## config.mk

```make
export PLATFORM = sky130hd
export DESIGN_NAME = threshold_mask_pattern_rewriter_top
export DESIGN_NICKNAME = d
export VERILOG_FILES = /design/src/rtl/core/tmpr_pkg.sv /design/src/rtl/core/tmpr_front.sv /design/src/rtl/core/tmpr_queue.sv /design/src/rtl/core/tmpr_back.sv /design/src/rtl/core/threshold_mask_pattern_rewriter_top.sv
export SDC_FILE = /design/constraint.sdc
export NUM_CORES = 1
export LEC_CHECK = 0
export BUFFER_PORTS_ARGS = -buffer_cell sky130_fd_sc_hd__buf_2
export CAP_MARGIN = 20
export CORE_ASPECT_RATIO = 1.75
export CORE_UTILIZATION = 36
export DETAILED_ROUTE_END_ITERATION = 7
export PLACE_DENSITY = 0.65
export SLEW_MARGIN = 5
export SYNTH_ARGS = -nofsm -noshare
export SYNTH_HDL_FRONTEND = slang
export SYNTH_SLANG_ARGS = --single-unit
```

## constraint.sdc

```tcl
create_clock -name i_clk -period 7.2 [get_ports i_clk]
set_clock_uncertainty 0.1 [all_clocks]
set_input_delay 1.44 -clock i_clk [delete_from_list [all_inputs] [get_ports i_clk]]
set_output_delay 1.44 -clock i_clk [all_outputs]
set_load 0.03 [all_outputs]
```

## src/rtl/core/tmpr_pkg.sv

```systemverilog
`timescale 1ns / 1ps
// ----------------------------------------------------------------------------
// tmpr_pkg: shared types and constants for the threshold mask rewriter
// Window size, rewrite rule tables, run descriptor and the greedy decision.
// ----------------------------------------------------------------------------
package tmpr_pkg;

    localparam int WINDOW  = 6;
    localparam int CNT_W   = 3;
    localparam int NUM_PAT = 7;
    localparam int SMP_W   = 16;

    localparam logic [SMP_W-1:0] THRESH_RESET = 16'd369;

    // bit i of a pattern is the mark at offset i from the head
    localparam logic [CNT_W-1:0]  PAT_LEN  [NUM_PAT] = '{
        3'd4, 3'd4, 3'd5, 3'd5, 3'd5, 3'd5, 3'd6
    };
    localparam logic [WINDOW-1:0] PAT_BITS [NUM_PAT] = '{
        6'h0D, 6'h0B, 6'h19, 6'h13, 6'h0A, 6'h04, 6'h0C
    };
    localparam logic              PAT_FILL [NUM_PAT] = '{
        1'b1, 1'b1, 1'b1, 1'b1, 1'b0, 1'b0, 1'b0
    };

    // one decision: len marks of value fill
    typedef struct packed {
        logic             fill;
        logic [CNT_W-1:0] len;
        logic             last;
    } t_run;

    typedef struct packed {
        logic             fill;
        logic [CNT_W-1:0] len;
    } t_decision;

    // shortest matching prefix wins; no match passes the head mark
    function automatic t_decision tmpr_decide(
        input logic [WINDOW-1:0] marks,
        input logic [CNT_W-1:0]  avail
    );
        t_decision       d;
        logic [WINDOW:0] mask;
        d.fill = marks[0];
        d.len  = CNT_W'(1);
        for (int len = WINDOW; len >= 1; len--) begin
            mask = (WINDOW+1)'((1 << len) - 1);
            for (int k = 0; k < NUM_PAT; k++) begin
                if ((int'(PAT_LEN[k]) == len) && (CNT_W'(len) <= avail) &&
                    ((marks & mask[WINDOW-1:0]) == PAT_BITS[k])) begin
                    d.fill = PAT_FILL[k];
                    d.len  = CNT_W'(len);
                end
            end
        end
        return d;
    endfunction

endpackage

```

## src/rtl/core/tmpr_front.sv

```systemverilog
`timescale 1ns / 1ps
// ----------------------------------------------------------------------------
// tmpr_front: sample classification and pattern decision
// Thresholds samples into marks, keeps the six-mark window and pushes one
// run per decision; after the last sample it flushes the window.
// ----------------------------------------------------------------------------
module tmpr_front
    import tmpr_pkg::*;
(
    input  logic             i_clk,
    input  logic             i_rst_n,
    input  logic             i_cfg_we,
    input  logic [SMP_W-1:0] i_cfg_wdata,
    input  logic             i_valid,
    output logic             o_ready,
    input  logic [SMP_W-1:0] i_sample,
    input  logic             i_last,
    output logic             o_push,
    output t_run             o_run,
    input  logic             i_full
);

    logic [SMP_W-1:0]  r_thresh;
    logic [WINDOW-1:0] r_marks, n_marks;
    logic [CNT_W-1:0]  r_count, n_count;
    logic              r_flush, n_flush;
    logic              do_dec, accept, mark;
    t_decision         dec;
    logic [CNT_W-1:0]  remain;

    always_comb begin
        dec     = tmpr_decide(r_marks, r_count);
        remain  = r_count - dec.len;
        do_dec  = r_flush ? (r_count != '0) : (r_count == CNT_W'(WINDOW));
        o_push  = do_dec && !i_full;
        o_ready = !r_flush && (r_count != CNT_W'(WINDOW));
        accept  = i_valid && o_ready;
        mark    = i_sample > r_thresh;
        o_run.fill = dec.fill;
        o_run.len  = dec.len;
        o_run.last = r_flush && (remain == '0);
    end

    always_comb begin
        n_marks = r_marks;
        n_count = r_count;
        n_flush = r_flush;
        if (o_push) begin
            n_marks = r_marks >> dec.len;
            n_count = remain;
            if (remain == '0) begin
                n_flush = 1'b0;
            end
        end else if (accept) begin
            n_marks = r_marks | (WINDOW'(mark) << r_count);
            n_count = r_count + CNT_W'(1);
            n_flush = i_last;
        end
    end

    always_ff @(posedge i_clk) begin
        if (!i_rst_n) begin
            r_thresh <= THRESH_RESET;
            r_marks  <= '0;
            r_count  <= '0;
            r_flush  <= 1'b0;
        end else begin
            if (i_cfg_we) begin
                r_thresh <= i_cfg_wdata;
            end
            r_marks <= n_marks;
            r_count <= n_count;
            r_flush <= n_flush;
        end
    end

    a_count_range: assert property (@(posedge i_clk) disable iff (!i_rst_n)
        r_count <= CNT_W'(WINDOW))
        else $error("window count out of range");

    a_flush_empties: assert property (@(posedge i_clk) disable iff (!i_rst_n)
        (o_push && o_run.last) |=> (r_count == '0 && !r_flush))
        else $error("flush did not empty the window");

endmodule

```

## src/rtl/core/tmpr_queue.sv

```systemverilog
`timescale 1ns / 1ps
// ----------------------------------------------------------------------------
// tmpr_queue: run descriptor queue
// Small FIFO between the decision front and the mark emitter.
// ----------------------------------------------------------------------------
module tmpr_queue
    import tmpr_pkg::*;
#(
    parameter int DEPTH = 4
) (
    input  logic i_clk,
    input  logic i_rst_n,
    input  logic i_push,
    input  t_run i_run,
    output logic o_full,
    input  logic i_pop,
    output logic o_valid,
    output t_run o_run
);

    localparam int PTR_W = (DEPTH > 1) ? $clog2(DEPTH) : 1;
    localparam int CNT_Q = $clog2(DEPTH + 1);

    t_run             r_mem [DEPTH];
    logic [PTR_W-1:0] r_wptr, r_rptr;
    logic [CNT_Q-1:0] r_cnt;

    function automatic logic [PTR_W-1:0] bump(input logic [PTR_W-1:0] p);
        return (p == PTR_W'(DEPTH - 1)) ? '0 : p + PTR_W'(1);
    endfunction

    assign o_full  = r_cnt == CNT_Q'(DEPTH);
    assign o_valid = r_cnt != '0;
    assign o_run   = r_mem[r_rptr];

    always_ff @(posedge i_clk) begin
        if (i_push) begin
            r_mem[r_wptr] <= i_run;
        end
    end

    always_ff @(posedge i_clk) begin
        if (!i_rst_n) begin
            r_wptr <= '0;
            r_rptr <= '0;
            r_cnt  <= '0;
        end else begin
            if (i_push) begin
                r_wptr <= bump(r_wptr);
            end
            if (i_pop) begin
                r_rptr <= bump(r_rptr);
            end
            if (i_push && !i_pop) begin
                r_cnt <= r_cnt + CNT_Q'(1);
            end else if (!i_push && i_pop) begin
                r_cnt <= r_cnt - CNT_Q'(1);
            end
        end
    end

    a_no_overflow: assert property (@(posedge i_clk) disable iff (!i_rst_n)
        !(i_push && o_full && !i_pop))
        else $error("queue overflow");

    a_no_underflow: assert property (@(posedge i_clk) disable iff (!i_rst_n)
        i_pop |-> o_valid)
        else $error("queue underflow");

endmodule

```

## src/rtl/core/tmpr_back.sv

```systemverilog
`timescale 1ns / 1ps
// ----------------------------------------------------------------------------
// tmpr_back: mark emitter
// Expands each run into single marks through a registered output stage.
// ----------------------------------------------------------------------------
module tmpr_back
    import tmpr_pkg::*;
(
    input  logic i_clk,
    input  logic i_rst_n,
    input  logic i_valid,
    input  t_run i_run,
    output logic o_pop,
    output logic o_valid,
    input  logic i_ready,
    output logic o_mark,
    output logic o_last
);

    logic [CNT_W-1:0] r_left, n_left;
    logic             r_fill, n_fill;
    logic             r_last, n_last;
    logic             r_ovalid, n_ovalid;
    logic             r_omark, n_omark;
    logic             r_olast, n_olast;
    logic             can_load, emit;

    always_comb begin
        can_load = !r_ovalid || i_ready;
        emit     = can_load && (r_left != '0);
        o_pop    = i_valid && ((r_left == '0) || (emit && (r_left == CNT_W'(1))));
        n_left   = r_left;
        n_fill   = r_fill;
        n_last   = r_last;
        n_ovalid = r_ovalid;
        n_omark  = r_omark;
        n_olast  = r_olast;
        if (emit) begin
            n_left   = r_left - CNT_W'(1);
            n_ovalid = 1'b1;
            n_omark  = r_fill;
            n_olast  = r_last && (r_left == CNT_W'(1));
        end else if (can_load) begin
            n_ovalid = 1'b0;
        end
        if (o_pop) begin
            n_left = i_run.len;
            n_fill = i_run.fill;
            n_last = i_run.last;
        end
    end

    always_ff @(posedge i_clk) begin
        if (!i_rst_n) begin
            r_left   <= '0;
            r_ovalid <= 1'b0;
        end else begin
            r_left   <= n_left;
            r_ovalid <= n_ovalid;
        end
    end

    always_ff @(posedge i_clk) begin
        r_fill  <= n_fill;
        r_last  <= n_last;
        r_omark <= n_omark;
        r_olast <= n_olast;
    end

    assign o_valid = r_ovalid;
    assign o_mark  = r_omark;
    assign o_last  = r_olast;

endmodule

```

## src/rtl/core/threshold_mask_pattern_rewriter_top.sv

```systemverilog
`timescale 1ns / 1ps
// ----------------------------------------------------------------------------
// threshold_mask_pattern_rewriter_top: threshold mask pattern rewriter
// Marks Q4.12 samples mobile or fixed and smooths the marks with greedy
// pattern rewrites over a six-mark window.
//
//   channel  dir  payload                          request done when
//   s_axis   in   tdata[15:0] sample, tlast last   tvalid & tready
//   m_axis   out  tdata[0] mark, tlast last mark   tvalid & tready
//   cfg      in   i_cfg_wdata threshold            i_cfg_we
//
// A sample is taken while the window has room; a full window decides first.
// The last sample flushes the window, one decision per cycle unless the queue
// is full. Marks leave the output register one per cycle unless tready is low.
// Synchronous active-low reset empties the window; threshold resets to 369.
// Front and back stall independently across the run queue.
// ----------------------------------------------------------------------------
module threshold_mask_pattern_rewriter_top
    import tmpr_pkg::*;
#(
    parameter int QUEUE_DEPTH = 4
) (
    input  logic        i_clk,
    input  logic        i_rst_n,
    input  logic        i_cfg_we,
    input  logic [15:0] i_cfg_wdata,
    input  logic        s_axis_tvalid,
    output logic        s_axis_tready,
    input  logic [15:0] s_axis_tdata,   // [15:0] sample
    input  logic        s_axis_tlast,
    output logic        m_axis_tvalid,
    input  logic        m_axis_tready,
    output logic [7:0]  m_axis_tdata,   // [0] mark, [7:1] zero
    output logic        m_axis_tlast
);

    logic q_push, q_full, q_pop, q_valid, mark;
    t_run f_run, q_run;

    tmpr_front u_front (
        .i_clk       (i_clk),
        .i_rst_n     (i_rst_n),
        .i_cfg_we    (i_cfg_we),
        .i_cfg_wdata (i_cfg_wdata),
        .i_valid     (s_axis_tvalid),
        .o_ready     (s_axis_tready),
        .i_sample    (s_axis_tdata),
        .i_last      (s_axis_tlast),
        .o_push      (q_push),
        .o_run       (f_run),
        .i_full      (q_full)
    );

    tmpr_queue #(
        .DEPTH (QUEUE_DEPTH)
    ) u_queue (
        .i_clk   (i_clk),
        .i_rst_n (i_rst_n),
        .i_push  (q_push),
        .i_run   (f_run),
        .o_full  (q_full),
        .i_pop   (q_pop),
        .o_valid (q_valid),
        .o_run   (q_run)
    );

    tmpr_back u_back (
        .i_clk   (i_clk),
        .i_rst_n (i_rst_n),
        .i_valid (q_valid),
        .i_run   (q_run),
        .o_pop   (q_pop),
        .o_valid (m_axis_tvalid),
        .i_ready (m_axis_tready),
        .o_mark  (mark),
        .o_last  (m_axis_tlast)
    );

    assign m_axis_tdata = {7'd0, mark};

endmodule

```

==> results.cfg <==
[sta]
fin_crit_ns = 3.58
slew_headroom = 0.314
finalHoldViolCount = 0
slew_viol_final = 0
fin_ws_ns = 3.62
fin_crit_sh = 0.497
grt_setup_unrepaired = no
tightest_slew_ns = 1.03
setup_tns_ns = 0
setup_viol = 0
max_freq_mhz = 279

[worst_hold_path]
hold_start = u_back.r_fill$_DFFE_PP_
min_path_type = flop to flop
worstHoldPathCells = 0
whs_endpoint = u_back.o_mark$_DFFE_PP_

[die]
start_util = 0.370
ios = 49
die_h_um = 129
fp-row-count = 46
dieArea_mm2 = 0.00969
die_x_um = 74.8
core_mm2 = 0.00904

[global_route]
grtUsageMet3 = 0.0381
grtUsageTotal = 0.157
top_usage_layer = met2
grt_max_degree = 31
grt_pass1_vias = 2544
grt_pass1_wl_um = 11400
use_met2 = 0.269
antenna_found_initial = 0
met1_usage = 0.163
grt.overflow.total = 0

[placed_design]
dp_cells = 483
dp_hpwl_um = 4990
io_buffers = 41
place.gp.congestion = 0.853
dpl_worst_slack_ns = 3.55

[route]
vias = 2492
first_pass_iters = 4
drt_iter0_drc = 49
drc = 0
ant_nets = 0
via_per_inst = 4.99
wl_um = 6560
drt-wirelength-per-cell_um = 13.1

[setup_path]
r2r_start = u_front.r_marks[0]$_SDFFE_PN0P_
end_kind = flop
critPathMaxFanout = 11
required_ns = 7.36
r2r-end = u_front.r_count[2]$_SDFFE_PN0P_
crit_type = flop to flop
cp-start-kind = flop
rr_worst_depth = 9
r2r_slack_ns = 3.62
arrival_ns = 3.74

[synth]
synthTopCellsByArea = dfxtp_1 23%, edfxtp_1 22%, ha_1 11%
yosysTopAreaCell = dfxtp_1
yosys.cell_types.count = 46
synthArstFlopShare = 0
synth-xor-area-share = 0.0157
avgSynthCellArea_um2 = 9.89
synth_area_mm2 = 0.00334
synth_top_family_by_area = simple AND/OR/NAND/NOR gates
synth_edf_count = 24
synth_top_area_frac = 0.234
seq_area_frac_synth = 0.449
synthAdderAreaFrac = 0.121
yosysWarnings = 0
synth_flop_cell = dfxtp_1
synth-seq-cells = 63
synth_mux_area_frac = 0.0786
synth_cells = 338
synth_compound_area_frac = 0.0910
synthSimpleGateAreaFrac = 0.174

[power_and_ir_drop]
ir_drop_mv = 0.156
leakagePower_nw = 1.63
power_density_mw_per_mm2 = 291
finalPower_w = 0.00113

[finish]
layout_commonest_cell = buf_2
antenna_cells = 0
drive_gt1_frac = 0.179
utilization = 0.430
layout_common_cells = 41 x buf_2, 39 x dfxtp_1, 32 x inv_1, 31 x nor2_1, 29 x ha_1
syn_to_final_growth_pct = 16.2
stdcell_count = 499
fin_nets = 443

[clocking]
cts_sinks = 63
clk_latency_ns = 0.32
cts_buffer_depth = 2
postCtsSetupBuffers = 0
clock-root-buffer = clkbuf_16
cts_tree = built
cts_resized = 0
clkTransAtPathRegs_ns = 0.05
numCtsBuffers = 9
cts_htree_levels = 3
ctsHoldBuffers = 0

[flow_run]
drv_cap = 0

[status]
status = completed
-- how the worst max path moves through the flow --
stage | start | endpoint | slack (ns) | cells after the start
after floorplan | m_axis_tready | u_queue.r_cnt[2]$_SDFFE_PN0P_ | 3.71 | 10
after global placement | m_axis_tready | u_queue.r_cnt[2]$_SDFFE_PN0P_ | 3.61 | 10
after detailed placement | m_axis_tready | u_queue.r_cnt[2]$_SDFFE_PN0P_ | 3.55 | 10
after CTS | u_front.r_marks[0]$_SDFFE_PN0P_ | u_front.r_count[2]$_SDFFE_PN0P_ | 3.59 | 9
after global routing | u_front.r_marks[0]$_SDFFE_PN0P_ | u_front.r_count[2]$_SDFFE_PN0P_ | 3.27 | 9
final | u_front.r_marks[0]$_SDFFE_PN0P_ | u_front.r_count[2]$_SDFFE_PN0P_ | 3.62 | 9
-- sequential cells by signal (all words and copies together), names as in the netlist, 2 cells and up, named ones only --
signal / count
u_queue.r_mem: 20
u_front.r_thresh: 16
u_front.r_marks: 6
u_back.r_left: 3
u_front.r_count: 3
u_queue.r_cnt: 3
u_queue.r_rptr: 2
u_queue.r_wptr: 2
-- power by group --
group	internal, W	total [W]	switching [W]
clock	0.000232	0.000388	0.000156
combinational	0.000121	0.000274	0.000153
sequential	0.000423	0.000469	0.0000453
total	0.000777	0.00113	0.000354
-- Yosys cell counts, drive strengths merged, types with 4 or more instances --
cell type,instances
ha,29
xor2,4
nand3,14
a211oi,4
buf,8
mux2i,15
and2,5
clkbuf,14
o21ai,6
nor3,8
nand4,8
a31oi,4
nor2,31
inv,32
a21oi,21
o211ai,6
dfxtp,39
nand2,24
mux4,5
edfxtp,24
-- cell type report --
type	count	area (µm²)
inverters	32	120
repair buffers	41	205
fillers	895	5150
well taps	120	150
clock inverters	7	50.0
multi-input cells	227	1630
clock buffers	9	225
flip-flops and latches	63	1500
-- through the flow --
stage	hold slack [ns]	instance area, µm²
2_1_floorplan	0.300	3360
3_3_place_gp	0.301	3610
3_5_place_dp	0.305	3610
4_1_cts	0.317	3880
5_1_grt	0.331	3880
6_report	0.316	3880
-- critical path: stages, from the launching register on --
cell	delay [ns]
dfxtp_1	0.40
or4b_1	0.53
nor4_1	0.69
nand2b_1	0.27
inv_1	0.13
ha_1	0.23
fa_1	0.44
or3_1	0.42
a211oi_1	0.19
nand3b_1	0.12
-- logic make-up (layout without fill, tap and decap cells) --
family | after synthesis | after routing
compound gates | 50 | 50
xor+xnor | 6 | 6
fa+ha+maj | 31 | 31
buf+inv | 54 | 89
flops | 63 | 63
mux | 20 | 20
other cells | 1 | 7
simple gates | 113 | 113
-- routing by layer --
layer | vias up | routed length [µm]
li1 | 1257 | -
met1 | 1154 | 2540
met2 | 55 | 3470
met3 | 26 | 208
met4 | 0 | 339
met5 | - | 0
Note: power is estimated with default switching activity, not from simulation.
